[config.mk]
export PLATFORM = sky130hd
export DESIGN_NAME = bfpg_datapath
export DESIGN_NICKNAME = d
export VERILOG_FILES = /design/src/hw/rtl/bfpg_pkg.sv /design/src/hw/rtl/bfpg_datapath.sv
export SDC_FILE = /design/constraint.sdc
export NUM_CORES = 2
export LEC_CHECK = 0
export ABC_AREA = 0
export BUFFER_PORTS_ARGS = -buffer_cell sky130_fd_sc_hd__buf_2
export CORE_MARGIN = 10
export CORE_UTILIZATION = 50
export DETAILED_ROUTE_END_ITERATION = 10
export PLACE_DENSITY_LB_ADDON = 0.3
export REMOVE_ABC_BUFFERS = 1
export SLEW_MARGIN = 20
export SYNTH_ARGS = -nofsm -noshare
export SYNTH_HDL_FRONTEND = slang
export SYNTH_SLANG_ARGS = --single-unit
[constraint.sdc]
create_clock -name clk_i -period 10.3 [get_ports clk_i]
set_input_delay 1.03 -clock clk_i [delete_from_list [all_inputs] [get_ports clk_i]]
set_output_delay 1.03 -clock clk_i [all_outputs]
set_load 0.01 [all_outputs]
[src/hw/rtl/bfpg_pkg.sv]
package bfpg_pkg;

  // Configuration port geometry
  localparam int unsigned CFG_ADDR_W = 3;
  localparam int unsigned CFG_DATA_W = 32;

  // Microcode program counter width
  localparam int unsigned PC_W = 6;

  typedef enum logic [CFG_ADDR_W-1:0] {
    CFG_X_SCALE     = 3'd0,
    CFG_X_OFFSET    = 3'd1,
    CFG_Y_SCALE     = 3'd2,
    CFG_Y_OFFSET    = 3'd3,
    CFG_COS_TERM    = 3'd4,
    CFG_SIN_TERM    = 3'd5,
    CFG_PIXEL_COLOR = 3'd6
  } cfg_idx_e;

  typedef struct packed {
    logic [6:0] rand_pick;
    logic       restart;
  } in_item_t;

  typedef struct packed {
    logic [11:0] pixel_x;
    logic [11:0] pixel_y;
    logic        in_bounds;
    logic [23:0] color_out;
  } out_item_t;

  typedef struct packed {
    logic signed [31:0] x_scale;
    logic signed [31:0] x_offset;
    logic signed [31:0] y_scale;
    logic signed [31:0] y_offset;
    logic signed [17:0] cos_term;
    logic signed [17:0] sin_term;
    logic        [23:0] pixel_color;
  } cfg_t;

  // Which fern map a pick selects
  typedef enum logic [1:0] {
    CLS_STEM,
    CLS_MAIN,
    CLS_LEFT,
    CLS_RIGHT
  } pick_cls_e;

  // Multiplier operand A
  typedef enum logic [3:0] {
    A_NONE,
    A_PX,
    A_PY,
    A_XOFF,
    A_YOFF,
    A_ONE,
    A_DXH,
    A_DXL,
    A_DYH,
    A_DYL
  } a_sel_e;

  // Multiplier operand B
  typedef enum logic [4:0] {
    B_C016,
    B_C085,
    B_C004,
    B_C160,
    B_C020,
    B_C026,
    B_C023,
    B_C022,
    B_C015,
    B_C028,
    B_C024,
    B_C044,
    B_ONE,
    B_XSCALE,
    B_YSCALE,
    B_COS,
    B_SIN
  } b_sel_e;

  typedef enum logic [2:0] {
    ACC_NOP,
    ACC_LOAD,
    ACC_NLOAD,
    ACC_ADD,
    ACC_SUB,
    ACC_CLR
  } acc_op_e;

  typedef enum logic [2:0] {
    WB_NONE,
    WB_NX,
    WB_NY,
    WB_DX,
    WB_DY,
    WB_RX
  } wb_e;

  typedef enum logic [1:0] {
    SEQ_NEXT,
    SEQ_GOTO,
    SEQ_DISPATCH,
    SEQ_DONE
  } seq_e;

  typedef struct packed {
    a_sel_e          a_sel;
    b_sel_e          b_sel;
    logic            shift24;
    acc_op_e         acc_op;
    wb_e             wb;
    seq_e            seq;
    logic [PC_W-1:0] target;
  } ctrl_word_t;

  typedef struct packed {
    logic       en;
    logic       done;
    ctrl_word_t word;
  } seq_ctrl_t;

  // Q.24 map coefficients, rounded to nearest
  localparam logic signed [32:0] C016  = 33'sd2684355;
  localparam logic signed [32:0] C085  = 33'sd14260634;
  localparam logic signed [32:0] C004  = 33'sd671089;
  localparam logic signed [32:0] C160  = 33'sd26843546;
  localparam logic signed [32:0] C020  = 33'sd3355443;
  localparam logic signed [32:0] C026  = 33'sd4362076;
  localparam logic signed [32:0] C023  = 33'sd3858760;
  localparam logic signed [32:0] C022  = 33'sd3690988;
  localparam logic signed [32:0] C015  = 33'sd2516582;
  localparam logic signed [32:0] C028  = 33'sd4697620;
  localparam logic signed [32:0] C024  = 33'sd4026532;
  localparam logic signed [32:0] C044  = 33'sd7381975;
  localparam logic signed [32:0] K_ONE = 33'sd16777216;

  // Program entry points
  localparam logic [PC_W-1:0] ADDR_DISPATCH = 6'd0;
  localparam logic [PC_W-1:0] ADDR_STEM     = 6'd1;
  localparam logic [PC_W-1:0] ADDR_MAIN     = 6'd5;
  localparam logic [PC_W-1:0] ADDR_LEFT     = 6'd12;
  localparam logic [PC_W-1:0] ADDR_RIGHT    = 6'd19;
  localparam logic [PC_W-1:0] ADDR_PIXEL    = 6'd26;

  function automatic ctrl_word_t uw(input a_sel_e a, input b_sel_e b, input logic sh,
                                    input acc_op_e op, input wb_e wb, input seq_e sq);
    ctrl_word_t w;
    w.a_sel   = a;
    w.b_sel   = b;
    w.shift24 = sh;
    w.acc_op  = op;
    w.wb      = wb;
    w.seq     = sq;
    w.target  = ADDR_PIXEL;
    return w;
  endfunction

  // Microcode program. Each step that selects an operand A issues one product into the product register,
  // applies the accumulator op to the product issued by the previous step, and
  // writes back from the accumulator value as it stood at the start of the step.
  function automatic ctrl_word_t ucode_rom(input logic [PC_W-1:0] pc);
    ctrl_word_t w;
    w = uw(A_NONE, B_ONE, 1'b0, ACC_NOP, WB_NONE, SEQ_DONE);
    case (pc)
      ADDR_DISPATCH:      w = uw(A_NONE, B_ONE,  1'b0, ACC_NOP,   WB_NONE, SEQ_DISPATCH);
      // stem: nx = 0, ny = 0.16 y
      ADDR_STEM:          w = uw(A_PY,   B_C016, 1'b0, ACC_NOP,   WB_NONE, SEQ_NEXT);
      ADDR_STEM + 6'd1:   w = uw(A_NONE, B_ONE,  1'b0, ACC_CLR,   WB_NONE, SEQ_NEXT);
      ADDR_STEM + 6'd2:   w = uw(A_NONE, B_ONE,  1'b0, ACC_LOAD,  WB_NX,   SEQ_NEXT);
      ADDR_STEM + 6'd3:   w = uw(A_NONE, B_ONE,  1'b0, ACC_NOP,   WB_NY,   SEQ_GOTO);
      // main frond
      ADDR_MAIN:          w = uw(A_PX,   B_C085, 1'b0, ACC_NOP,   WB_NONE, SEQ_NEXT);
      ADDR_MAIN + 6'd1:   w = uw(A_PY,   B_C004, 1'b0, ACC_LOAD,  WB_NONE, SEQ_NEXT);
      ADDR_MAIN + 6'd2:   w = uw(A_PX,   B_C004, 1'b0, ACC_ADD,   WB_NONE, SEQ_NEXT);
      ADDR_MAIN + 6'd3:   w = uw(A_PY,   B_C085, 1'b0, ACC_NLOAD, WB_NX,   SEQ_NEXT);
      ADDR_MAIN + 6'd4:   w = uw(A_ONE,  B_C160, 1'b0, ACC_ADD,   WB_NONE, SEQ_NEXT);
      ADDR_MAIN + 6'd5:   w = uw(A_NONE, B_ONE,  1'b0, ACC_ADD,   WB_NONE, SEQ_NEXT);
      ADDR_MAIN + 6'd6:   w = uw(A_NONE, B_ONE,  1'b0, ACC_NOP,   WB_NY,   SEQ_GOTO);
      // left leaflet
      ADDR_LEFT:          w = uw(A_PX,   B_C020, 1'b0, ACC_NOP,   WB_NONE, SEQ_NEXT);
      ADDR_LEFT + 6'd1:   w = uw(A_PY,   B_C026, 1'b0, ACC_LOAD,  WB_NONE, SEQ_NEXT);
      ADDR_LEFT + 6'd2:   w = uw(A_PX,   B_C023, 1'b0, ACC_SUB,   WB_NONE, SEQ_NEXT);
      ADDR_LEFT + 6'd3:   w = uw(A_PY,   B_C022, 1'b0, ACC_LOAD,  WB_NX,   SEQ_NEXT);
      ADDR_LEFT + 6'd4:   w = uw(A_ONE,  B_C160, 1'b0, ACC_ADD,   WB_NONE, SEQ_NEXT);
      ADDR_LEFT + 6'd5:   w = uw(A_NONE, B_ONE,  1'b0, ACC_ADD,   WB_NONE, SEQ_NEXT);
      ADDR_LEFT + 6'd6:   w = uw(A_NONE, B_ONE,  1'b0, ACC_NOP,   WB_NY,   SEQ_GOTO);
      // right leaflet
      ADDR_RIGHT:         w = uw(A_PX,   B_C015, 1'b0, ACC_NOP,   WB_NONE, SEQ_NEXT);
      ADDR_RIGHT + 6'd1:  w = uw(A_PY,   B_C028, 1'b0, ACC_NLOAD, WB_NONE, SEQ_NEXT);
      ADDR_RIGHT + 6'd2:  w = uw(A_PX,   B_C026, 1'b0, ACC_ADD,   WB_NONE, SEQ_NEXT);
      ADDR_RIGHT + 6'd3:  w = uw(A_PY,   B_C024, 1'b0, ACC_LOAD,  WB_NX,   SEQ_NEXT);
      ADDR_RIGHT + 6'd4:  w = uw(A_ONE,  B_C044, 1'b0, ACC_ADD,   WB_NONE, SEQ_NEXT);
      ADDR_RIGHT + 6'd5:  w = uw(A_NONE, B_ONE,  1'b0, ACC_ADD,   WB_NONE, SEQ_NEXT);
      ADDR_RIGHT + 6'd6:  w = uw(A_NONE, B_ONE,  1'b0, ACC_NOP,   WB_NY,   SEQ_GOTO);
      // pixel mapping, then rotation about the canvas center
      ADDR_PIXEL:         w = uw(A_PX,   B_XSCALE, 1'b0, ACC_NOP,  WB_NONE, SEQ_NEXT);
      ADDR_PIXEL + 6'd1:  w = uw(A_XOFF, B_ONE,    1'b0, ACC_LOAD, WB_NONE, SEQ_NEXT);
      ADDR_PIXEL + 6'd2:  w = uw(A_PY,   B_YSCALE, 1'b0, ACC_ADD,  WB_NONE, SEQ_NEXT);
      ADDR_PIXEL + 6'd3:  w = uw(A_YOFF, B_ONE,    1'b0, ACC_LOAD, WB_DX,   SEQ_NEXT);
      ADDR_PIXEL + 6'd4:  w = uw(A_DXH,  B_COS,    1'b1, ACC_ADD,  WB_NONE, SEQ_NEXT);
      ADDR_PIXEL + 6'd5:  w = uw(A_DXL,  B_COS,    1'b0, ACC_LOAD, WB_DY,   SEQ_NEXT);
      ADDR_PIXEL + 6'd6:  w = uw(A_DYH,  B_SIN,    1'b1, ACC_ADD,  WB_NONE, SEQ_NEXT);
      ADDR_PIXEL + 6'd7:  w = uw(A_DYL,  B_SIN,    1'b0, ACC_SUB,  WB_NONE, SEQ_NEXT);
      ADDR_PIXEL + 6'd8:  w = uw(A_DXH,  B_SIN,    1'b1, ACC_SUB,  WB_NONE, SEQ_NEXT);
      ADDR_PIXEL + 6'd9:  w = uw(A_DXL,  B_SIN,    1'b0, ACC_LOAD, WB_RX,   SEQ_NEXT);
      ADDR_PIXEL + 6'd10: w = uw(A_DYH,  B_COS,    1'b1, ACC_ADD,  WB_NONE, SEQ_NEXT);
      ADDR_PIXEL + 6'd11: w = uw(A_DYL,  B_COS,    1'b0, ACC_ADD,  WB_NONE, SEQ_NEXT);
      ADDR_PIXEL + 6'd12: w = uw(A_NONE, B_ONE,    1'b0, ACC_ADD,  WB_NONE, SEQ_NEXT);
      ADDR_PIXEL + 6'd13: w = uw(A_NONE, B_ONE,    1'b0, ACC_NOP,  WB_NONE, SEQ_DONE);
      default:            w = uw(A_NONE, B_ONE,    1'b0, ACC_NOP,  WB_NONE, SEQ_DONE);
    endcase
    return w;
  endfunction

endpackage

[src/hw/rtl/bfpg_datapath.sv]
module bfpg_datapath #(
  parameter int unsigned CANVAS_SIZE = 800
) (
  input  logic                  clk_i,
  input  logic                  rst_ni,
  input  logic                  start_i,
  input  logic                  restart_i,
  input  bfpg_pkg::seq_ctrl_t   ctrl_i,
  input  bfpg_pkg::cfg_t        cfg_i,
  output bfpg_pkg::out_item_t   result_o
);
  import bfpg_pkg::*;

  localparam int unsigned ACC_W = 66;
  localparam int unsigned PIX_W = 42;
  localparam int unsigned ROT_W = 44;

  localparam logic signed [PIX_W-1:0] CENTER_PIX = PIX_W'((CANVAS_SIZE / 2) * 65536);
  localparam logic signed [ROT_W-1:0] CENTER_ROT = ROT_W'((CANVAS_SIZE / 2) * 65536);
  localparam logic signed [ROT_W-1:0] LIMIT_ROT  = ROT_W'(CANVAS_SIZE * 65536);

  logic signed [31:0]       point_x_q, point_y_q, tmp_x_q;
  logic signed [PIX_W-1:0]  dx_q, dy_q;
  logic signed [ROT_W-1:0]  rx_q, ry;
  logic signed [ACC_W-1:0]  prod_q, acc_q, acc_d, prod_full;
  logic signed [32:0]       a_op, b_op;
  logic signed [PIX_W-1:0]  acc_q24;
  logic signed [31:0]       acc_sat;
  logic                     ok;
  ctrl_word_t               w;

  assign w = ctrl_i.word;

  function automatic logic signed [31:0] sat_q24(input logic signed [PIX_W-1:0] v);
    if (v > 42'sd2147483647) begin
      return 32'sh7fffffff;
    end else if (v < -42'sd2147483648) begin
      return 32'sh80000000;
    end
    return v[31:0];
  endfunction

  // Operand A select
  always_comb begin
    case (w.a_sel)
      A_PX:    a_op = {point_x_q[31], point_x_q};
      A_PY:    a_op = {point_y_q[31], point_y_q};
      A_XOFF:  a_op = {cfg_i.x_offset[31], cfg_i.x_offset};
      A_YOFF:  a_op = {cfg_i.y_offset[31], cfg_i.y_offset};
      A_ONE:   a_op = K_ONE;
      A_DXH:   a_op = {{15{dx_q[PIX_W-1]}}, dx_q[PIX_W-1:24]};
      A_DXL:   a_op = {9'd0, dx_q[23:0]};
      A_DYH:   a_op = {{15{dy_q[PIX_W-1]}}, dy_q[PIX_W-1:24]};
      A_DYL:   a_op = {9'd0, dy_q[23:0]};
      default: a_op = '0;
    endcase
  end

  // Operand B select
  always_comb begin
    case (w.b_sel)
      B_C016:   b_op = C016;
      B_C085:   b_op = C085;
      B_C004:   b_op = C004;
      B_C160:   b_op = C160;
      B_C020:   b_op = C020;
      B_C026:   b_op = C026;
      B_C023:   b_op = C023;
      B_C022:   b_op = C022;
      B_C015:   b_op = C015;
      B_C028:   b_op = C028;
      B_C024:   b_op = C024;
      B_C044:   b_op = C044;
      B_ONE:    b_op = K_ONE;
      B_XSCALE: b_op = {cfg_i.x_scale[31], cfg_i.x_scale};
      B_YSCALE: b_op = {cfg_i.y_scale[31], cfg_i.y_scale};
      B_COS:    b_op = {{15{cfg_i.cos_term[17]}}, cfg_i.cos_term};
      B_SIN:    b_op = {{15{cfg_i.sin_term[17]}}, cfg_i.sin_term};
      default:  b_op = '0;
    endcase
  end

  assign prod_full = a_op * b_op;

  // Accumulate the product issued in the previous step
  always_comb begin
    case (w.acc_op)
      ACC_NOP:   acc_d = acc_q;
      ACC_LOAD:  acc_d = prod_q;
      ACC_NLOAD: acc_d = -prod_q;
      ACC_ADD:   acc_d = acc_q + prod_q;
      ACC_SUB:   acc_d = acc_q - prod_q;
      ACC_CLR:   acc_d = '0;
      default:   acc_d = acc_q;
    endcase
  end

  assign acc_q24 = $signed(acc_q[ACC_W-1:24]);
  assign acc_sat = sat_q24(acc_q24);

  // Shared multiplier, accumulator and scratch registers
  always_ff @(posedge clk_i) begin
    if (ctrl_i.en) begin
      if (w.a_sel != A_NONE) begin
        prod_q <= w.shift24 ? (prod_full <<< 24) : prod_full;
      end
      acc_q <= acc_d;
      case (w.wb)
        WB_NX:   tmp_x_q <= acc_sat;
        WB_DX:   dx_q    <= acc_q24 - CENTER_PIX;
        WB_DY:   dy_q    <= acc_q24 - CENTER_PIX;
        WB_RX:   rx_q    <= $signed(acc_q[59:16]) + CENTER_ROT;
        default: ;
      endcase
    end
  end

  // Fractal point: restart clears it, the map commits both coordinates at once
  always_ff @(posedge clk_i or negedge rst_ni) begin
    if (!rst_ni) begin
      point_x_q <= '0;
      point_y_q <= '0;
    end else if (start_i && restart_i) begin
      point_x_q <= '0;
      point_y_q <= '0;
    end else if (ctrl_i.en && (w.wb == WB_NY)) begin
      point_x_q <= tmp_x_q;
      point_y_q <= acc_sat;
    end
  end

  // Result from the last rotation sum
  assign ry = $signed(acc_q[59:16]) + CENTER_ROT;
  assign ok = !rx_q[ROT_W-1] && !ry[ROT_W-1] && (rx_q < LIMIT_ROT) && (ry < LIMIT_ROT);

  assign result_o.pixel_x   = ok ? rx_q[27:16] : 12'd0;
  assign result_o.pixel_y   = ok ? ry[27:16] : 12'd0;
  assign result_o.in_bounds = ok;
  assign result_o.color_out = cfg_i.pixel_color;

endmodule

# == Word level (Yosys, flattened, before mapping) ==
# Index checks and enable logic that the tools add are counted.
# word_totals
word_cells,86
ff_bits,356
# classes
n_mux,15
n_reduce_logical,17
magnitude_cmp,4
eq_ne,35
n_mul,1
addsub,5
# op_table
operator,count
one-hot mux 33 bit (17 select lines),1
one-hot mux 66 bit (5 select lines),1
one-hot mux 33 bit (9 select lines),1
two-way mux 32 bit,7
"less-than comparator 44 x 27 -> 1 bit, second input constant",2
adder 66 bit,1
multiplier 33 x 33 -> 66 bit,1
two-way mux 66 bit,1
negation 66 bit,1
subtractor 66 bit,1
"adder 44 x 26 -> 44 bit, second input constant",1
"greater-than comparator 42 x 32 -> 1 bit, second input constant",1
"less-than comparator 42 x 32 -> 1 bit, second input constant",1
"subtractor 42 x 26 -> 42 bit, second input constant",1
"equality test 5 x 4 -> 1 bit, second input constant",8
two-way mux 12 bit,2
"equality test 5 x 3 -> 1 bit, second input constant",4
"equality test 4 x 3 -> 1 bit, second input constant",4
"equality test 3 x 2 -> 1 bit, second input constant",4
"equality test 3 bit, second input constant",4
AND reduction 2 bit,6
"equality test 5 x 2 -> 1 bit, second input constant",2
"equality test 4 x 2 -> 1 bit, second input constant",2
"equality test 4 bit, second input constant",2
other kinds (11),18

# == Longest topological paths before layout ==
# depth
depth_word,6
ltp_mapped,38
mapped_depth_nobuf,34

# == Worst setup path after synthesis ==
# Ideal clock, no wire load.
# synth_timing
path_kind,in2reg
startpoint,in ctrl_i[23] in the netlist's numbering
endpoint,"reg prod_q[65], data pin"
n_path_buf,4
setup_slack_ps,-470
cell_stages,33
t_arrival_ps,10496
path_cell_list,nand2b_1 > nor3_1 > clkbuf_1 > buf_1 > a22oi_1 > nand3_1 > clkbuf_1 > nand2_1 > fa_1 > inv_1 > fa_1 > fa_1 > inv_1 > fa_1 > inv_1 > fa_1 > fa_1 > fa_1 > inv_1 > fa_1 > inv_1 > ha_1 > clkbuf_1 > a21o_1 > a21o_1 > a21o_1 > a21o_1 > a21o_1 > a21o_1 > a21o_1 > a221oi_1 > mux2i_1 > a211oi_1
# synth_via
elab_chain_cells,4
elab_cells_between_ends,12
cone_classes,mul (1); eq/ne (9); mux (2)
# synth_lines
item,line_no,source
from (decl),bfpg_datapath.sv:8,"input bfpg_pkg::seq_ctrl_t ctrl_i,"
equality test 4 bit (tied with other cells),bfpg_datapath.sv:45,case (w.a_sel)
one-hot mux 33 bit (9 select lines) (*),bfpg_datapath.sv:45,
multiplier 33 x 33 -> 66 bit (*),bfpg_datapath.sv:83,assign prod_full = a_op * b_op;
two-way mux 66 bit (*),bfpg_datapath.sv:105,prod_q <= w.shift24 ? (prod_full <<< 24) : prod_full;
to (signal assigned),bfpg_datapath.sv:105,
to (decl),bfpg_datapath.sv:25,"logic signed [ACC_W-1:0] prod_q, acc_q, acc_d, prod_full;"
# Mark *: on every way between the ends. The rest lies on a longest branch, timed or not.
# A chain may end at the register's enable or synchronous reset.

# == Worst setup path in the final report ==
# layout_timing
startpoint,in ctrl_i[21] in the netlist's numbering
endpoint,"reg prod_q[64], data pin"
# Same word-level chain as after synthesis.

==> impl_metrics.csv <==
group,metric,value,unit
finish,syn_to_final_growth,14.39,%
critical_path,cpMaxStageDelayCell,"fa_1",
sta,final_max_slew_viol_count,0,
sta,setup_violations,0,
run_status,status,"finished clean",
floorplanning,die_h,367.0,um
pwr,p_leak,33.64,nW
sta,period_share,96.05,%
detailed_routing,vias_per_cell,5.773,
grt,grt_usage,29.77,%
critical_path,critPathTopFamily,"adder cells",
synthesis,ys.flop_type,"edfxtp_1",
finish,drive_above_1_share,14.04,%
synthesis,async_reset_ff_share,18.82,%
sta,fin_crit,9893,ps
synthesis,synth-edff-count,276,
floorplanning,rows,127,
critical_path,max_stage_delay,560,ps
critical_path,critPathCaptureType,"register",
critical_path,ff2ff_path_depth,32,
critical_path,critPathMaxFanout,10,
sta,whs,349.2,ps
sta,rsz0062_at_grt,"false",
detailed_routing,vias,50338,
floorplanning,dieWidth,367.0,um
detailed_routing,drtPass1Iterations,7,
finish,fill_cells,10671,
detailed_routing,wire_per_inst,23.23,um
sta,fmaxAchievable,101.1,MHz
critical_path,arrival,10190,ps
clocking,worst_skew_pair.late_latency,580,ps
grt,grt_first_pass_wirelength,311400,um
sta,clock_skew,18.05,ps
critical_path,path_class,"input port to register",
placement,place_area,0.06761,sq mm
synthesis,postSynthAreaPerCell,9.103,sq um
clocking,cts_htree_levels,2,
synthesis,ys_ff_latch,340,
sta,slew_headroom,18.82,%
clocking,cts_sinks,340,
placement,dp_hpwl,170300,um
grt,grt_start_max_net_pins,69,
critical_path,crit_path_start_kind,"input port",
floorplanning,start_util,50.25,%
placement,gp_congestion,1.000,
placement,portBuffers,205,
finish,layout.nets,8705,
clocking,clkSlewWorstSetupHoldPaths,60,ps
detailed_routing,wl,202500,um
finish,stdcell_area,0.06887,sq mm
sta,worst_slew_pin_slew,1207,ps
floorplanning,pin_count,267,
finish,final_util,57.48,%
detailed_routing,drtAntennaViolNets,0,
detailed_routing,dr.first_iter.drc_count,5750,
detailed_routing,drc,0,
worst_hold_path,hold_class,"input port to asynchronous set/reset pin",
clocking,ctsRootBufferMaster,"clkbuf_16",
clocking,postCtsHoldBufs,0,
clocking,clk_path_buf_depth,3,
clocking,cts_tree,"yes",
sta,setup_tns,0,ps
grt,grt_pass1_vias,51640,
synthesis,yosys.cell_types.count,86,
critical_path,reg2reg_slack,1040,ps
synthesis,syn_inst,6614,
critical_path,r2r-end,"prod_q[64]$_DFFE_PP_",
clocking,cts_made_buffers,37,
synthesis,synth-seq-area-share,16.43,%
flow_run,cap_violations,0,
floorplanning,die-area,0.1347,sq mm
critical_path,r2r-start,"dy_q[41]$_DFFE_PP_",
sta,hold_viol_final,0,
pwr,fin_total_pwr,14.57,mW
floorplanning,core,0.1198,sq mm
critical_path,cp.required,10600,ps
synthesis,syn_area,0.06021,sq mm
critical_path,cpMostUsedCell,"fa_1",
grt,grt_overflow,0,
critical_path,crit_buf_inv,11,
pwr,ir_drop,0.2485,mV
critical_path,worstSetupStartpoint,"ctrl_i[21]",
synthesis,synth_warnings,0,
grt,antenna_found_initial,5,
pwr,p_per_area,211.6,mW/mm^2
==> where the power goes <==
part / total [mW] / internal, mW / switching, mW
registers: 2.37 / 1.92 / 0.447
logic: 10.8 / 4.53 / 6.29
clock network: 1.38 / 0.784 / 0.597
total: 14.6 / 7.24 / 7.33
==> worst register-to-register path: cells and delay by family, from the launching register on <==
family,cells,cell delay (ps)
and+or+nand+nor,2,560
AOI/OAI and AO/OA,10,2060
muxes,1,70
buffers and inverters,9,1230
xor gates and xnor gates,1,220
DFF,1,380
adders and majority gates,9,4480
==> sequential cells by signal (all words and copies together), names as in the netlist <==
signal     count
prod_q        66
dx_q          42
rx_q          28
acc_q         66
point_y_q     32
point_x_q     32
tmp_x_q       32
dy_q          42
==> synth_stat cells, types with 35 or more instances <==
library cell | n | area share (%)
nand2_1 | 775 | 4.8
xor2_1 | 104 | 1.5
ha_1 | 285 | 5.9
edfxtp_1 | 276 | 14
o21ai_0 | 174 | 1.4
a21o_1 | 140 | 1.7
clkbuf_1 | 358 | 2.2
a22oi_1 | 127 | 1.6
nor2_1 | 713 | 4.4
xnor2_1 | 128 | 1.9
a221oi_1 | 51 | 0.74
and2_1 | 71 | 0.74
a31oi_1 | 35 | 0.36
fa_1 | 1124 | 37
and3_1 | 38 | 0.39
inv_1 | 1175 | 7.3
nand2b_1 | 39 | 0.41
nand3_1 | 63 | 0.52
a21oi_1 | 193 | 1.6
nor3_1 | 84 | 0.70
nand4_1 | 55 | 0.57
dfrtp_1 | 64 | 2.7
a22o_1 | 83 | 1.2
==> final cells by class <==
type / instances / area (sq um) / area share [%]
clock inverter: 13 / 202.7 / 0.2943
tap: 1612 / 2017 / 2.929
sequential: 340 / 9889 / 14.36
inverter: 1176 / 4418 / 6.415
multi-input combinational: 4689 / 44510 / 64.63
timing repair buffer: 834 / 6802 / 9.876
antenna: 1 / 2.502 / 0.003634
clock buffer: 54 / 1030 / 1.495
==> stage by stage <==
stage | setup slack (ps) | std cells
2_1_floorplan | -2643 | 6205
3_3_place_gp | -124.1 | 8650
3_5_place_dp | -178.3 | 8650
4_1_cts | 377.8 | 8717
5_1_grt | 5.795 | 8718
6_report | 407.3 | 8719
==> cells in the final DEF (no fill, tap or decap), drive strengths merged, types with 11 or more instances in the layout <==
cell type / Yosys / routed
a22o: 83 / 83
buf: 48 / 834
dfrtp: 64 / 64
o21bai: 23 / 23
o31ai: 24 / 24
nand4: 55 / 55
o21a: 17 / 17
or3: 38 / 38
a21oi: 193 / 193
edfxtp: 276 / 276
a211oi: 23 / 23
xnor2: 129 / 129
nor2: 713 / 713
o22ai: 11 / 11
nor4: 23 / 23
clkbuf: 363 / 54
a21o: 140 / 140
o21ai: 177 / 177
mux2i: 20 / 20
nand2b: 39 / 39
and4: 25 / 25
nor3: 85 / 85
or4: 12 / 12
nand3b: 11 / 11
and2: 71 / 71
nand2: 775 / 775
and3: 38 / 38
inv: 1176 / 1178
a31oi: 35 / 35
fa: 1124 / 1124
a221o: 16 / 16
a221oi: 52 / 52
or2: 24 / 24
a22oi: 127 / 127
ha: 285 / 285
xor2: 104 / 104
nand3: 63 / 63
nor2b: 28 / 28
==> cells by family (layout without fill, tap and decap cells) <==
| group | Yosys count | after routing | synth area share [%] |
|---|---|---|---|
| simple gates | 2014 | 2014 | 14.71 |
| buf+inv | 1588 | 2077 | 10.28 |
| fa+ha+maj | 1409 | 1409 | 43.30 |
| compound gates | 999 | 999 | 11.36 |
| flops | 340 | 340 | 16.43 |
| xor+xnor | 233 | 233 | 3.402 |
| mux | 30 | 30 | 0.5195 |
| other cells | 1 | 5 | 0.006229 |
==> per-layer routing <==
layer	GRT usage [%]	part of all wire, %	up-vias
met5	0	0	-
met4	12.22	5.0	0
met3	5.736	11	491
met2	46.88	45	2728
met1	40.23	39	25156
li1	-	-	21963
==> what timing repair did <==
| item | CTS | global route |
|---|---|---|
| endpoints found under the setup margin | 0 | 4 |
| setup buffers | 0 | 1 |
| gates resized for setup | 0 | 7 |
==> worst max path at each step <==
| stage | endpoint | depth (start not counted) |
|---|---|---|
| 2_1_floorplan | prod_q[61]$_DFFE_PP_ | 30 |
| 3_3_place_gp | prod_q[65]$_DFFE_PP_ | 34 |
| 3_5_place_dp | prod_q[65]$_DFFE_PP_ | 34 |
| 4_1_cts | prod_q[65]$_DFFE_PP_ | 34 |
| 5_1_grt | prod_q[50]$_DFFE_PP_ | 37 |
| 6_report | prod_q[64]$_DFFE_PP_ | 36 |
Power figures use the tool's default switching activity.
