<file path="src/hw/rtl/bfpg_pkg.sv">
package bfpg_pkg;

  // Configuration port geometry
  localparam int unsigned CFG_ADDR_W = 3;
  localparam int unsigned CFG_DATA_W = 32;

  // Microcode program counter width
  localparam int unsigned PC_W = 6;

  typedef enum logic [CFG_ADDR_W-1:0] {
    CFG_X_SCALE     = 3'd0,
    CFG_X_OFFSET    = 3'd1,
    CFG_Y_SCALE     = 3'd2,
    CFG_Y_OFFSET    = 3'd3,
    CFG_COS_TERM    = 3'd4,
    CFG_SIN_TERM    = 3'd5,
    CFG_PIXEL_COLOR = 3'd6
  } cfg_idx_e;

  typedef struct packed {
    logic [6:0] rand_pick;
    logic       restart;
  } in_item_t;

  typedef struct packed {
    logic [11:0] pixel_x;
    logic [11:0] pixel_y;
    logic        in_bounds;
    logic [23:0] color_out;
  } out_item_t;

  typedef struct packed {
    logic signed [31:0] x_scale;
    logic signed [31:0] x_offset;
    logic signed [31:0] y_scale;
    logic signed [31:0] y_offset;
    logic signed [17:0] cos_term;
    logic signed [17:0] sin_term;
    logic        [23:0] pixel_color;
  } cfg_t;

  // Which fern map a pick selects
  typedef enum logic [1:0] {
    CLS_STEM,
    CLS_MAIN,
    CLS_LEFT,
    CLS_RIGHT
  } pick_cls_e;

  // Multiplier operand A
  typedef enum logic [3:0] {
    A_NONE,
    A_PX,
    A_PY,
    A_XOFF,
    A_YOFF,
    A_ONE,
    A_DXH,
    A_DXL,
    A_DYH,
    A_DYL
  } a_sel_e;

  // Multiplier operand B
  typedef enum logic [4:0] {
    B_C016,
    B_C085,
    B_C004,
    B_C160,
    B_C020,
    B_C026,
    B_C023,
    B_C022,
    B_C015,
    B_C028,
    B_C024,
    B_C044,
    B_ONE,
    B_XSCALE,
    B_YSCALE,
    B_COS,
    B_SIN
  } b_sel_e;

  typedef enum logic [2:0] {
    ACC_NOP,
    ACC_LOAD,
    ACC_NLOAD,
    ACC_ADD,
    ACC_SUB,
    ACC_CLR
  } acc_op_e;

  typedef enum logic [2:0] {
    WB_NONE,
    WB_NX,
    WB_NY,
    WB_DX,
    WB_DY,
    WB_RX
  } wb_e;

  typedef enum logic [1:0] {
    SEQ_NEXT,
    SEQ_GOTO,
    SEQ_DISPATCH,
    SEQ_DONE
  } seq_e;

  typedef struct packed {
    a_sel_e          a_sel;
    b_sel_e          b_sel;
    logic            shift24;
    acc_op_e         acc_op;
    wb_e             wb;
    seq_e            seq;
    logic [PC_W-1:0] target;
  } ctrl_word_t;

  typedef struct packed {
    logic       en;
    logic       done;
    ctrl_word_t word;
  } seq_ctrl_t;

  // Q.24 map coefficients, rounded to nearest
  localparam logic signed [32:0] C016  = 33'sd2684355;
  localparam logic signed [32:0] C085  = 33'sd14260634;
  localparam logic signed [32:0] C004  = 33'sd671089;
  localparam logic signed [32:0] C160  = 33'sd26843546;
  localparam logic signed [32:0] C020  = 33'sd3355443;
  localparam logic signed [32:0] C026  = 33'sd4362076;
  localparam logic signed [32:0] C023  = 33'sd3858760;
  localparam logic signed [32:0] C022  = 33'sd3690988;
  localparam logic signed [32:0] C015  = 33'sd2516582;
  localparam logic signed [32:0] C028  = 33'sd4697620;
  localparam logic signed [32:0] C024  = 33'sd4026532;
  localparam logic signed [32:0] C044  = 33'sd7381975;
  localparam logic signed [32:0] K_ONE = 33'sd16777216;

  // Program entry points
  localparam logic [PC_W-1:0] ADDR_DISPATCH = 6'd0;
  localparam logic [PC_W-1:0] ADDR_STEM     = 6'd1;
  localparam logic [PC_W-1:0] ADDR_MAIN     = 6'd5;
  localparam logic [PC_W-1:0] ADDR_LEFT     = 6'd12;
  localparam logic [PC_W-1:0] ADDR_RIGHT    = 6'd19;
  localparam logic [PC_W-1:0] ADDR_PIXEL    = 6'd26;

  function automatic ctrl_word_t uw(input a_sel_e a, input b_sel_e b, input logic sh,
                                    input acc_op_e op, input wb_e wb, input seq_e sq);
    ctrl_word_t w;
    w.a_sel   = a;
    w.b_sel   = b;
    w.shift24 = sh;
    w.acc_op  = op;
    w.wb      = wb;
    w.seq     = sq;
    w.target  = ADDR_PIXEL;
    return w;
  endfunction

  // Microcode program. Each step that selects an operand A issues one product into the product register,
  // applies the accumulator op to the product issued by the previous step, and
  // writes back from the accumulator value as it stood at the start of the step.
  function automatic ctrl_word_t ucode_rom(input logic [PC_W-1:0] pc);
    ctrl_word_t w;
    w = uw(A_NONE, B_ONE, 1'b0, ACC_NOP, WB_NONE, SEQ_DONE);
    case (pc)
      ADDR_DISPATCH:      w = uw(A_NONE, B_ONE,  1'b0, ACC_NOP,   WB_NONE, SEQ_DISPATCH);
      // stem: nx = 0, ny = 0.16 y
      ADDR_STEM:          w = uw(A_PY,   B_C016, 1'b0, ACC_NOP,   WB_NONE, SEQ_NEXT);
      ADDR_STEM + 6'd1:   w = uw(A_NONE, B_ONE,  1'b0, ACC_CLR,   WB_NONE, SEQ_NEXT);
      ADDR_STEM + 6'd2:   w = uw(A_NONE, B_ONE,  1'b0, ACC_LOAD,  WB_NX,   SEQ_NEXT);
      ADDR_STEM + 6'd3:   w = uw(A_NONE, B_ONE,  1'b0, ACC_NOP,   WB_NY,   SEQ_GOTO);
      // main frond
      ADDR_MAIN:          w = uw(A_PX,   B_C085, 1'b0, ACC_NOP,   WB_NONE, SEQ_NEXT);
      ADDR_MAIN + 6'd1:   w = uw(A_PY,   B_C004, 1'b0, ACC_LOAD,  WB_NONE, SEQ_NEXT);
      ADDR_MAIN + 6'd2:   w = uw(A_PX,   B_C004, 1'b0, ACC_ADD,   WB_NONE, SEQ_NEXT);
      ADDR_MAIN + 6'd3:   w = uw(A_PY,   B_C085, 1'b0, ACC_NLOAD, WB_NX,   SEQ_NEXT);
      ADDR_MAIN + 6'd4:   w = uw(A_ONE,  B_C160, 1'b0, ACC_ADD,   WB_NONE, SEQ_NEXT);
      ADDR_MAIN + 6'd5:   w = uw(A_NONE, B_ONE,  1'b0, ACC_ADD,   WB_NONE, SEQ_NEXT);
      ADDR_MAIN + 6'd6:   w = uw(A_NONE, B_ONE,  1'b0, ACC_NOP,   WB_NY,   SEQ_GOTO);
      // left leaflet
      ADDR_LEFT:          w = uw(A_PX,   B_C020, 1'b0, ACC_NOP,   WB_NONE, SEQ_NEXT);
      ADDR_LEFT + 6'd1:   w = uw(A_PY,   B_C026, 1'b0, ACC_LOAD,  WB_NONE, SEQ_NEXT);
      ADDR_LEFT + 6'd2:   w = uw(A_PX,   B_C023, 1'b0, ACC_SUB,   WB_NONE, SEQ_NEXT);
      ADDR_LEFT + 6'd3:   w = uw(A_PY,   B_C022, 1'b0, ACC_LOAD,  WB_NX,   SEQ_NEXT);
      ADDR_LEFT + 6'd4:   w = uw(A_ONE,  B_C160, 1'b0, ACC_ADD,   WB_NONE, SEQ_NEXT);
      ADDR_LEFT + 6'd5:   w = uw(A_NONE, B_ONE,  1'b0, ACC_ADD,   WB_NONE, SEQ_NEXT);
      ADDR_LEFT + 6'd6:   w = uw(A_NONE, B_ONE,  1'b0, ACC_NOP,   WB_NY,   SEQ_GOTO);
      // right leaflet
      ADDR_RIGHT:         w = uw(A_PX,   B_C015, 1'b0, ACC_NOP,   WB_NONE, SEQ_NEXT);
      ADDR_RIGHT + 6'd1:  w = uw(A_PY,   B_C028, 1'b0, ACC_NLOAD, WB_NONE, SEQ_NEXT);
      ADDR_RIGHT + 6'd2:  w = uw(A_PX,   B_C026, 1'b0, ACC_ADD,   WB_NONE, SEQ_NEXT);
      ADDR_RIGHT + 6'd3:  w = uw(A_PY,   B_C024, 1'b0, ACC_LOAD,  WB_NX,   SEQ_NEXT);
      ADDR_RIGHT + 6'd4:  w = uw(A_ONE,  B_C044, 1'b0, ACC_ADD,   WB_NONE, SEQ_NEXT);
      ADDR_RIGHT + 6'd5:  w = uw(A_NONE, B_ONE,  1'b0, ACC_ADD,   WB_NONE, SEQ_NEXT);
      ADDR_RIGHT + 6'd6:  w = uw(A_NONE, B_ONE,  1'b0, ACC_NOP,   WB_NY,   SEQ_GOTO);
      // pixel mapping, then rotation about the canvas center
      ADDR_PIXEL:         w = uw(A_PX,   B_XSCALE, 1'b0, ACC_NOP,  WB_NONE, SEQ_NEXT);
      ADDR_PIXEL + 6'd1:  w = uw(A_XOFF, B_ONE,    1'b0, ACC_LOAD, WB_NONE, SEQ_NEXT);
      ADDR_PIXEL + 6'd2:  w = uw(A_PY,   B_YSCALE, 1'b0, ACC_ADD,  WB_NONE, SEQ_NEXT);
      ADDR_PIXEL + 6'd3:  w = uw(A_YOFF, B_ONE,    1'b0, ACC_LOAD, WB_DX,   SEQ_NEXT);
      ADDR_PIXEL + 6'd4:  w = uw(A_DXH,  B_COS,    1'b1, ACC_ADD,  WB_NONE, SEQ_NEXT);
      ADDR_PIXEL + 6'd5:  w = uw(A_DXL,  B_COS,    1'b0, ACC_LOAD, WB_DY,   SEQ_NEXT);
      ADDR_PIXEL + 6'd6:  w = uw(A_DYH,  B_SIN,    1'b1, ACC_ADD,  WB_NONE, SEQ_NEXT);
      ADDR_PIXEL + 6'd7:  w = uw(A_DYL,  B_SIN,    1'b0, ACC_SUB,  WB_NONE, SEQ_NEXT);
      ADDR_PIXEL + 6'd8:  w = uw(A_DXH,  B_SIN,    1'b1, ACC_SUB,  WB_NONE, SEQ_NEXT);
      ADDR_PIXEL + 6'd9:  w = uw(A_DXL,  B_SIN,    1'b0, ACC_LOAD, WB_RX,   SEQ_NEXT);
      ADDR_PIXEL + 6'd10: w = uw(A_DYH,  B_COS,    1'b1, ACC_ADD,  WB_NONE, SEQ_NEXT);
      ADDR_PIXEL + 6'd11: w = uw(A_DYL,  B_COS,    1'b0, ACC_ADD,  WB_NONE, SEQ_NEXT);
      ADDR_PIXEL + 6'd12: w = uw(A_NONE, B_ONE,    1'b0, ACC_ADD,  WB_NONE, SEQ_NEXT);
      ADDR_PIXEL + 6'd13: w = uw(A_NONE, B_ONE,    1'b0, ACC_NOP,  WB_NONE, SEQ_DONE);
      default:            w = uw(A_NONE, B_ONE,    1'b0, ACC_NOP,  WB_NONE, SEQ_DONE);
    endcase
    return w;
  endfunction

endpackage

</file>
<file path="src/hw/rtl/bfpg_seq.sv">
module bfpg_seq (
  input  logic                  clk_i,
  input  logic                  rst_ni,
  input  logic                  start_i,
  input  bfpg_pkg::pick_cls_e   pick_cls_i,
  input  logic                  out_ready_i,
  output logic                  busy_o,
  output bfpg_pkg::seq_ctrl_t   ctrl_o
);
  import bfpg_pkg::*;

  typedef enum logic {
    S_IDLE,
    S_RUN
  } state_e;

  state_e          state_q, state_d;
  logic [PC_W-1:0] pc_q, pc_d;
  pick_cls_e       cls_q;
  ctrl_word_t      word;
  logic            en;

  assign word = ucode_rom(pc_q);

  // Hold the final step while the output register is still full
  assign en = (state_q == S_RUN) && !((word.seq == SEQ_DONE) && !out_ready_i);

  assign ctrl_o.en   = en;
  assign ctrl_o.done = en && (word.seq == SEQ_DONE);
  assign ctrl_o.word = word;
  assign busy_o      = (state_q == S_RUN);

  // Next step and jumps
  always_comb begin
    state_d = state_q;
    pc_d    = pc_q;
    if (state_q == S_IDLE) begin
      if (start_i) begin
        state_d = S_RUN;
        pc_d    = ADDR_DISPATCH;
      end
    end else if (en) begin
      case (word.seq)
        SEQ_NEXT: pc_d = pc_q + 6'd1;
        SEQ_GOTO: pc_d = word.target;
        SEQ_DISPATCH: begin
          case (cls_q)
            CLS_STEM:  pc_d = ADDR_STEM;
            CLS_MAIN:  pc_d = ADDR_MAIN;
            CLS_LEFT:  pc_d = ADDR_LEFT;
            CLS_RIGHT: pc_d = ADDR_RIGHT;
            default:   pc_d = ADDR_RIGHT;
          endcase
        end
        SEQ_DONE: begin
          state_d = S_IDLE;
          pc_d    = ADDR_DISPATCH;
        end
        default: pc_d = pc_q;
      endcase
    end
  end

  always_ff @(posedge clk_i or negedge rst_ni) begin
    if (!rst_ni) begin
      state_q <= S_IDLE;
      pc_q    <= ADDR_DISPATCH;
    end else begin
      state_q <= state_d;
      pc_q    <= pc_d;
    end
  end

  // Latch the map choice with the transaction
  always_ff @(posedge clk_i) begin
    if (start_i && (state_q == S_IDLE)) begin
      cls_q <= pick_cls_i;
    end
  end

endmodule

</file>
<file path="config.mk">
export PLATFORM = sky130hd
export DESIGN_NAME = bfpg_seq
export DESIGN_NICKNAME = d
export VERILOG_FILES = /design/src/hw/rtl/bfpg_pkg.sv /design/src/hw/rtl/bfpg_seq.sv
export SDC_FILE = /design/constraint.sdc
export NUM_CORES = 1
export LEC_CHECK = 0
export BUFFER_PORTS_ARGS = -buffer_cell sky130_fd_sc_hd__buf_4
export CAP_MARGIN = 20
export CORE_MARGIN = 1
export CORE_UTILIZATION = 42
export DETAILED_ROUTE_END_ITERATION = 10
export GPL_ROUTABILITY_DRIVEN = 0
export PLACE_DENSITY = 0.66
export SLEW_MARGIN = 20
export SYNTH_ARGS = -nofsm -noshare
export SYNTH_HDL_FRONTEND = slang
export SYNTH_SLANG_ARGS = --single-unit
export TNS_END_PERCENT = 30
</file>
<file path="constraint.sdc">
create_clock -name clk_i -period 7.5 [get_ports clk_i]
set_clock_uncertainty 0.2 [all_clocks]
set_input_delay 2.25 -clock clk_i [delete_from_list [all_inputs] [get_ports clk_i]]
set_output_delay 2.25 -clock clk_i [all_outputs]
set_load 0.005 [all_outputs]
</file>
Word level (Yosys, flattened, before mapping)
Memory sizes are Yosys's and may differ from the RTL's.
Index checks and enable logic that the tools add are counted.
{"block": "word_totals", "regBits": 9, "romBits": 1152, "input_bits": 6, "word_cells": 32, "n_memories": 1}
{"block": "op_classes", "n_addsub": 1, "eq_ne": 7, "muxes": 9, "n_bitwise": 1, "reduce_logical": 10}
{"memory": "(name not given)", "depth": 64, "width": 18, "read_ports": 1, "rd_ports_with_merged_regs": 0, "wr": 0, "line_no": "bfpg_pkg.sv:168", "rtl": "case (pc)"}
{"cell": "case mux 6 bit (4 select lines)", "count": 2}
{"cell": "two-way mux 6 bit", "count": 3}
{"cell": "== test 2 bit, second input constant", "count": 4}
{"cell": "adder 6 x 1 -> 6 bit, second input constant", "count": 1}
{"cell": "== test 2 x 1 -> 1 bit, second input constant", "count": 2}
{"cell": "logical AND 1 bit", "count": 4}
{"cell": "zero test 2 bit", "count": 2}
{"cell": "two-way mux 1 bit", "count": 4}
{"cell": "zero test 1 bit", "count": 2}
{"cell": "inequality test 2 x 1 -> 1 bit, second input constant", "count": 1}
{"cell": "AND reduction 2 bit", "count": 1}
{"cell": "nonzero test 2 bit", "count": 1}
{"cell": "inverter 1 bit", "count": 1}

Logic depth before layout (Yosys ltp)
Gate-level depths: netlist (run 1).
An unclocked memory read counts as a cell.
{"block": "depth", "ltp_word": 7, "mapped_depth": 9}

Worst setup path before layout (run 1)
Ideal clock, no wire load.
{"block": "synth_path", "path_type": "input -> output", "startpoint": "input port out_ready_i", "endpoint": "output port ctrl_o[25] in the netlist's numbering", "arrival_time_ns": 2.909, "slack_ns": 2.141, "cell_stages": 4, "cell_sequence": "nand2b_1 -> o21ai_2 -> inv_2 -> buf_4"}
{"block": "synth_via", "elab_chain_len": 4}
{"element": "from (decl)", "line_no": "bfpg_seq.sv:6", "rtl": "input logic out_ready_i,"}
{"element": "zero test 1 bit", "line_no": "bfpg_seq.sv:26", "rtl": "assign en = (state_q == S_RUN) && !((word.seq == SEQ_DONE) && !out_ready_i);"}
{"element": "logical AND 1 bit", "line_no": "bfpg_seq.sv:26"}
{"element": "zero test 1 bit", "line_no": "bfpg_seq.sv:26"}
{"element": "logical AND 1 bit", "line_no": "bfpg_seq.sv:26"}
{"element": "to (decl)", "line_no": "bfpg_seq.sv:8", "rtl": "output bfpg_pkg::seq_ctrl_t ctrl_o"}
No other way between the ends.

==> run_results.csv, run 1 <==
group,metric,value,unit
logic_synthesis,synth_area,1430,um2
logic_synthesis,ys_async_sr_fraction,77.8,%
power,leakagePower,0.723,nW
critical_path,worstSetupPathType,"input pin to primary output",
routing,wl_per_cell,15.9,um
logic_synthesis,synthXorXnorAreaFrac,0,%
placed_design,portBuffers,26,
routing,vias,1474,
global_routing,grt_pass1_vias,1304,
critical_path,r2r_slack,4.18,ns
logic_synthesis,synth_edf_count,2,
routing,avgViaCountPerCell,5.99,
critical_path,worstPathRequired,5.05,ns
die,coreArea,3150,um2
critical_path,startpoint,"out_ready_i",
sta,relSlewSlack,32.0,%
placed_design,hpwl,2770,um
placed_design,dpl_cell_area,1590,um2
cells_and_area,num-nets-final,221,
cts,cts_setup_buffers,0,
power,powerDensity,507,nW/um2
cells_and_area,drive_gt1_share,21.8,%
cts,root_buffer,"clkbuf_4",
cts,cts_resized,0,
die,die_h,60.4,um
die,start_util,45.4,%
sta,slew_violations,0,
cts,cts_num_sinks,9,
sta,final_hold_viol_count,0,
cells_and_area,layout.cells.most_common,"buf_4",
die,die_x,60.4,um
logic_synthesis,syn_inst,189,
logic_synthesis,yosys.area.top_type,"dfrtp_1",
cells_and_area,areaGrowthSynthToFinish,12.5,%
logic_synthesis,synth_area_leaders,"dfrtp_1 (12%), ha_1 (10%), nor2_1 (4.5%)",
logic_synthesis,synth_fa_ha_area_share,10.5,%
critical_path,reg2regPathDepth,6,
cells_and_area,diodes,0,
critical_path,crit_path_end_kind,"primary output",
critical_path,r2r_start,"pc_q[2]",
global_routing,grt_remaining_overflow,0,
min_path,holdPathStages,2,
sta,fin_crit,5.64,ns
logic_synthesis,synthMuxAreaShare,5.33,%
critical_path,start_kind,"input pin",
global_routing,antenna_found_initial,0,
run,cap_violations,0,
power,peakVddDrop,0.227,mV
routing,drtPass1Iterations,4,
global_routing,grt_max_degree,37,
global_routing,track_usage,22.7,%
cts,htree_levels,1,
cts,insertion_delay,0.25,ns
logic_synthesis,synth_flop_cell,"dfrtp_1",
sta,tightest_slew,1.02,ns
sta,fmax,0.177,GHz
logic_synthesis,ys_seq_area_share,16.4,%
routing,wirelength,3910,um
routing,drc,0,
logic_synthesis,synth-compound-area-share,33.0,%
critical_path,r2r-end,"pc_q[4]",
sta,setup_viol,0,
logic_synthesis,synth_top_area_share,12.2,%
cells_and_area,final_cell_mix,"buf_4 (27), nor2_1 (17), nand2_1 (15), ha_1 (12)",
logic_synthesis,synth_top_family_by_area,"compound AO/OA/AOI/OAI gates",
cells_and_area,fin_area,1610,um2
die,io_pins,33,
cts,cts.clk_slew.worst_paths,0.06,ns
die,fp-row-count,20,
sta,fin_setup_tns,0,ns
critical_path,endpoint,"ctrl_o[24]",
status,outcome,"completed",
critical_path,worstPathArrival,3.19,ns
cts,ctsHoldBuffers,0,
cts,cts_tree,"yes",
routing,ant_nets,0,
min_path,hp-class,"flop to flop",
die,dieArea,3650,um2
cts,numCtsBuffers,3,
global_routing,grt_pass1_wl,6300,um
sta,period_share,75.2,%
cts,max-clock-path-buffers,2,
logic_synthesis,ys_warn_count,0,
logic_synthesis,avgSynthCellArea,7.58,um2
logic_synthesis,synth-simple-area-share,22.4,%
logic_synthesis,synth_cell_types,55,
critical_path,path_max_fanout,9,
logic_synthesis,ys_ff_latch,9,
sta,rsz0062_at_grt,"no",
routing,drt-initial-drc-count,175,
==> final cells by class <==
| type | count | area [um2] |
|---|---|---|
| flip-flops and latches | 9 | 235 |
| well taps | 44 | 55.1 |
| clock buffers | 4 | 26.3 |
| inverters | 13 | 48.8 |
| repair buffers | 27 | 203 |
| multi-input cells | 149 | 1040 |
| fillers | 334 | 1540 |
==> where the power goes <==
group,switching (mW),internal (mW),total (mW)
clock network,0.0149,0.0204,0.0352
logic,0.319,0.305,0.623
registers,0.0885,0.0699,0.158
==> critical path, stage by stage <==
cell	delay, ns
buf_4	0.10
nand2b_1	0.15
o21ai_2	0.41
nor2_1	0.12
buf_4	0.16
==> synthesized netlist by cell type, types with 2 or more instances <==
| cell | count |
|---|---|
| dfrtp_1 | 7 |
| a211o_1 | 3 |
| inv_2 | 2 |
| nor4_1 | 5 |
| mux4_2 | 2 |
| nand2b_1 | 6 |
| buf_1 | 2 |
| buf_2 | 3 |
| nor3b_1 | 2 |
| o21bai_1 | 3 |
| o22ai_1 | 4 |
| a21oi_1 | 10 |
| ha_1 | 12 |
| buf_4 | 7 |
| a22oi_1 | 4 |
| o21ai_0 | 6 |
| o32ai_1 | 2 |
| nand2_1 | 15 |
| nor2b_1 | 3 |
| nand3_1 | 6 |
| inv_1 | 10 |
| a31oi_1 | 8 |
| a21o_1 | 2 |
| mux2i_1 | 2 |
| o2bb2ai_1 | 2 |
| nor2_1 | 17 |
| edfxtp_1 | 2 |
| conb_1 | 2 |
| o31ai_2 | 2 |
| nor3_1 | 5 |
| clkbuf_1 | 9 |
==> state kept, by name (all words and copies together), names as in the netlist <==
| signal | count |
|---|---|
| cls_q | 2 |
| busy_o | 1 |
| pc_q | 6 |
==> worst min-delay path by stage <==
stage / start / end
6_report: busy_o / busy_o
4_1_cts: busy_o / busy_o
3_3_place_gp: busy_o / busy_o
5_1_grt: busy_o / busy_o
3_5_place_dp: busy_o / busy_o
2_1_floorplan: busy_o / busy_o
==> metal layers <==
metal / wire, um / GRT usage, % / vias to the layer above
met1: 1700 / 31.5 / 680
li1: - / - / 709
met4: 14 / 1.33 / 0
met5: 0 / 0 / -
met2: 1850 / 38.5 / 83
met3: 354 / 4.26 / 2
==> through the flow <==
step | hold slack [ns] | utilization [%] | total power [mW] | setup WS (ns) | instances
2_1_floorplan | 0.370 | - | 0.577 | 2.14 | 193
3_3_place_gp | 0.416 | 50.3 | 0.762 | 1.92 | 242
3_5_place_dp | 0.419 | 50.3 | 0.772 | 1.87 | 242
4_1_cts | 0.436 | 51.1 | 0.812 | 1.86 | 246
5_1_grt | 0.501 | 51.1 | 0.893 | 1.77 | 246
6_report | 0.433 | 51.1 | 0.817 | 1.86 | 246
==> cell families after synthesis <==
kind of cell	Yosys count
simple gates	64
flops	9
compound gates	62
mux	5
other cells	2
fa+ha+maj	12
buf+inv	35
Note: power is estimated with default switching activity, not from simulation.
==> inputs of run 2 (changes only) <==
Clock period 7.5 ns to 5.6 ns, I/O delays scaled along.
==> run 2 against run 1 <==
Compared with the run above: global-route usage up 0.83 points; worst hold slack better by 0.033 ns; sequential share of layout area down 0.068 points; cell count up 0.41%; critical path type unchanged.
==> run_results.csv, run 2 (synthesized netlist as in run 1, its figures left out) <==
group,metric,value,unit
status,outcome,"completed",
die,coreArea,3150,um2
cts,numCtsBuffers,3,
global_routing,track_usage,23.6,%
min_path,hp-start,"busy_o",
routing,vias,1502,
die,fp-row-count,20,
power,powerDensity,683,nW/um2
critical_path,cp_slowest_stage_delay,0.40,ns
cells_and_area,num-nets-final,222,
critical_path,slowest_stage,"o21ai_2",
sta,setup_viol,0,
run,cap_violations,0,
power,clockPowerShare,4.4,%
power,netSwitchingPower,574,uW
cells_and_area,areaGrowthSynthToFinish,13.0,%
global_routing,grt_pass1_vias,1334,
cts,cts_num_sinks,9,
routing,wl_per_cell,16.3,um
routing,wl_met1,1790,um
routing,dr_wl_met2,1870,um
cells_and_area,final_cell_mix,"buf_4 (28), nor2_1 (17), nand2_1 (15), ha_1 (12)",
global_routing,grt_remaining_overflow,0,
routing,met3RoutedLength,338,um
sta,fin_setup_tns,0,ns
global_routing,grt_pass1_wl,6520,um
routing,wirelength,4030,um
critical_path,crit_path_end_kind,"primary output",
cells_and_area,largest_register_ffs,6,
min_path,hp-class,"flop to flop",
placed_design,dpl.cell_count,243,
cells_and_area,fin_cells,247,
cts,max-clock-path-buffers,2,
power,pwr-share-comb,78.7,%
routing,avgViaCountPerCell,6.08,
critical_path,path_max_fanout,9,
cts,insertion_delay,0.26,ns
die,dieArea,3650,um2
routing,drc,0,
critical_path,cp_cell_sequence,"buf_4 -> nand2b_1 -> o21ai_2 -> nor2_1 -> buf_4",
die,io_pins,33,
power,p_int,533,uW
cts,htree_levels,1,
power,leakagePower,0.728,nW
sta,fin_crit,4.50,ns
critical_path,start_kind,"input pin",
global_routing,grt_max_degree,35,
routing,drt-initial-drc-count,130,
sta,slew_violations,0,
sta,tightest_slew,0.774,ns
cts,cts_tree,"yes",
critical_path,worstPathRequired,3.72,ns
critical_path,worstSetupPathType,"input pin to primary output",
critical_path,crit_path_frequent_cell,"buf_4",
sta,relSlewSlack,48.4,%
cts,cts_setup_buffers,0,
critical_path,startpoint,"out_ready_i",
cts,ctsHoldBuffers,0,
routing,drtPass1Iterations,4,
power,peakVddDrop,0.306,mV
placed_design,hpwl,2890,um
power,sw_frac_of_total,51.9,%
critical_path,r2r_start,"pc_q[1]",
placed_design,portBuffers,26,
cts,cts_resized,0,
sta,fmax,0.222,GHz
sta,final_hold_viol_count,0,
routing,top_layer,"met4",
die,die_h,60.4,um
global_routing,antenna_found_initial,0,
cells_and_area,diodes,0,
die,die_x,60.4,um
critical_path,worstPathArrival,2.62,ns
die,start_util,45.4,%
routing,ant_nets,0,
cts,cts.clk_slew.worst_paths,0.06,ns
sta,period_share,80.4,%
power,p_seq_share,16.9,%
cells_and_area,largest_register,"pc_q",
cts,root_buffer,"clkbuf_4",
cells_and_area,layout.cells.most_common,"buf_4",
sta,rsz0062_at_grt,"no",
cells_and_area,drive_gt1_share,22.2,%
==> run 2: layout make-up <==
class	count	area, um2
Clock buffer	4	26.3
Fill cell	335	1530
Inverter	13	48.8
Multi-Input combinational cell	149	1040
Sequential cell	9	235
Tap cell	44	55.1
Timing Repair Buffer	28	210
==> run 2: final timing paths <==
kind / to / slack, ns / cells after the start
worst max register to register: pc_q[4] / 2.81 / 7
worst min register to register: busy_o / 0.47 / 2
min in group asynchronous: pc_q[4] / 1.03 / 1
max in group asynchronous: pc_q[3] / 4.05 / 1
worst max-delay path: ctrl_o[24] / 1.10 / 5
worst min-delay path: busy_o / 0.47 / 2
==> run 2: metal layers <==
layer / GRT usage (%) / vias to the layer above
li1: - / 708
met1: 34.1 / 701
met2: 37.2 / 89
met3: 3.41 / 4
met4: 4.98 / 0
met5: 0 / -
==> run 2: critical path: cells and delay by family <==
kind | cells | cell delay, ns
AND/OR/NAND/NOR | 2 | 0.27
AO/OA/AOI/OAI | 1 | 0.40
buffers and inverters | 2 | 0.26
==> run 2: through the flow <==
| step | power, mW | area, um2 | setup WS, ns | util (%) | hold slack [ns] |
|---|---|---|---|---|---|
| detailed placement | 1.04 | 1590 | 1.11 | 50.5 | 0.458 |
| finish | 1.11 | 1620 | 1.10 | 51.3 | 0.466 |
| CTS | 1.10 | 1620 | 1.10 | 51.3 | 0.474 |
| global route | 1.21 | 1620 | 0.931 | 51.3 | 0.510 |
| global placement | 1.03 | 1590 | 1.16 | 50.5 | 0.420 |
| floorplan | 0.773 | 1450 | 1.38 | - | 0.370 |
==> run 2: power by group through the flow <==
stage          registers (mW)  clock network [mW]  logic, mW
2_1_floorplan           0.121                   0      0.652
3_3_place_gp            0.183                   0      0.842
3_5_place_dp            0.186                   0      0.858
4_1_cts                 0.184              0.0510      0.865
5_1_grt                 0.194              0.0558      0.956
6_report                0.187              0.0488      0.871
==> inputs of run 3 (changes only) <==
Clock period 5.6 ns to 4.2 ns, I/O delays scaled along.
==> run 3 against run 2 <==
Compared with the run above: worst hold slack got worse by 0.032 ns; core utilization increased by 0.99 points; cell area increased by 1.9%.
==> run_results.csv, run 3 (synthesized netlist as in run 1, its figures left out) <==
group,metric,value,unit
power,powerDensity,908,nW/um2
cts,cts_resized,0,
sta,slew_violations,0,
die,io_pins,33,
global_routing,grt_remaining_overflow,0,
cts,cts_tree,"yes",
global_routing,track_usage,22.8,%
sta,rsz0062_at_grt,"no",
global_routing,grt_pass1_vias,1373,
die,coreArea,3150,um2
routing,vias,1517,
power,p_int,730,uW
power,sw_frac_of_total,51.3,%
power,netSwitchingPower,769,uW
die,die_x,60.4,um
die,dieArea,3650,um2
cells_and_area,final_cell_mix,"buf_4 (32), nor2_1 (17), nand2_1 (15), ha_1 (12)",
cts,root_buffer,"clkbuf_4",
placed_design,hpwl,2940,um
critical_path,worstSetupPathType,"flop to primary output",
routing,wirelength,3980,um
min_path,hp-class,"flop to flop",
power,pwr-share-comb,79.6,%
cts,ctsHoldBuffers,0,
routing,avgViaCountPerCell,6.04,
power,leakagePower,0.751,nW
die,die_h,60.4,um
routing,wl_per_cell,15.9,um
cells_and_area,drive_gt1_share,24.2,%
cells_and_area,num-nets-final,226,
cells_and_area,layout.cells.most_common,"buf_4",
cells_and_area,largest_register,"pc_q",
sta,fin_setup_tns,0,ns
sta,setup_viol,0,
critical_path,worstPathArrival,2.26,ns
sta,period_share,88.5,%
placed_design,portBuffers,26,
critical_path,worstPathRequired,2.74,ns
cts,numCtsBuffers,3,
sta,relSlewSlack,56.2,%
routing,drc,0,
sta,final_hold_viol_count,0,
status,outcome,"completed",
cells_and_area,areaGrowthSynthToFinish,15.2,%
cts,max-clock-path-buffers,2,
critical_path,crit_path_end_kind,"primary output",
power,peakVddDrop,0.468,mV
global_routing,grt_pass1_wl,6370,um
sta,fmax,0.269,GHz
sta,tightest_slew,0.656,ns
power,clockPowerShare,4.6,%
routing,ant_nets,0,
cts,htree_levels,1,
routing,drt-initial-drc-count,151,
die,fp-row-count,20,
critical_path,path_max_fanout,9,
placed_design,dpl_cell_area,1620,um2
cells_and_area,largest_register_ffs,6,
run,cap_violations,0,
cts,cts_setup_buffers,0,
routing,drtPass1Iterations,4,
cts,cts.clk_slew.worst_paths,0.07,ns
die,start_util,45.4,%
cells_and_area,fin_area,1650,um2
power,p_seq_share,15.9,%
global_routing,grt_max_degree,23,
cts,cts_num_sinks,9,
sta,fin_crit,3.72,ns
global_routing,antenna_found_initial,0,
cts,insertion_delay,0.27,ns
cells_and_area,diodes,0,
critical_path,start_kind,"flop",
## run 3: power by group through the flow
stage / Combinational (mW) / Clock (mW) / Sequential [mW]
6_report: 1.19 / 0.0686 / 0.238
5_1_grt: 1.30 / 0.0756 / 0.245
4_1_cts: 1.18 / 0.0715 / 0.233
3_5_place_dp: 1.18 / 0 / 0.234
3_3_place_gp: 1.16 / 0 / 0.235
2_1_floorplan: 0.870 / 0 / 0.161
## run 3: path summary, 6_finish.rpt
path,from,endpoint,slack [ns],cells after the start
max,pc_q[0],ctrl_o[24],0.48,6
min,busy_o,busy_o,0.43,2
max reg2reg,pc_q[2],pc_q[4],1.45,6
min reg2reg,busy_o,busy_o,0.43,2
max in group asynchronous,rst_ni,pc_q[3],3.07,1
min in group asynchronous,rst_ni,busy_o,0.60,1
## run 3: worst max-delay path: stages, from the launching register on
cell and delay (ns):
dfrtp_1 0.53, ha_1 0.28, ha_1 0.38, nor3_1 0.11, o21ai_2 0.41, nor2_1 0.12, buf_4 0.16
## run 3: area by class of cell
| class | instances | area [um2] |
|---|---|---|
| Inverter | 13 | 48.8 |
| Clock inverter | 1 | 5.00 |
| Clock buffer | 3 | 22.5 |
| Sequential cell | 9 | 235 |
| Timing Repair Buffer | 32 | 240 |
| Fill cell | 326 | 1500 |
| Tap cell | 44 | 55.1 |
| Multi-Input combinational cell | 149 | 1040 |
## run 3: layer usage
metal	vias to the layer above	global-route usage, %	wire length, um
met5	-	0	0
met4	0	3.65	17
met3	2	4.48	335
met2	88	38.0	1860
met1	708	31.0	1760
li1	719	-	-
## run 3: metrics by stage
| step | total power, mW | worst slack (ns) | hold WS, ns | utilization, % | instances |
|---|---|---|---|---|---|
| final | 1.50 | 0.484 | 0.434 | 52.3 | 251 |
| after global routing | 1.62 | 0.325 | 0.494 | 52.3 | 251 |
| after CTS | 1.49 | 0.503 | 0.434 | 52.3 | 251 |
| after detailed placement | 1.41 | 0.576 | 0.416 | 51.5 | 247 |
| after global placement | 1.40 | 0.607 | 0.407 | 51.5 | 247 |
| after floorplan | 1.03 | 0.651 | 0.370 | - | 193 |
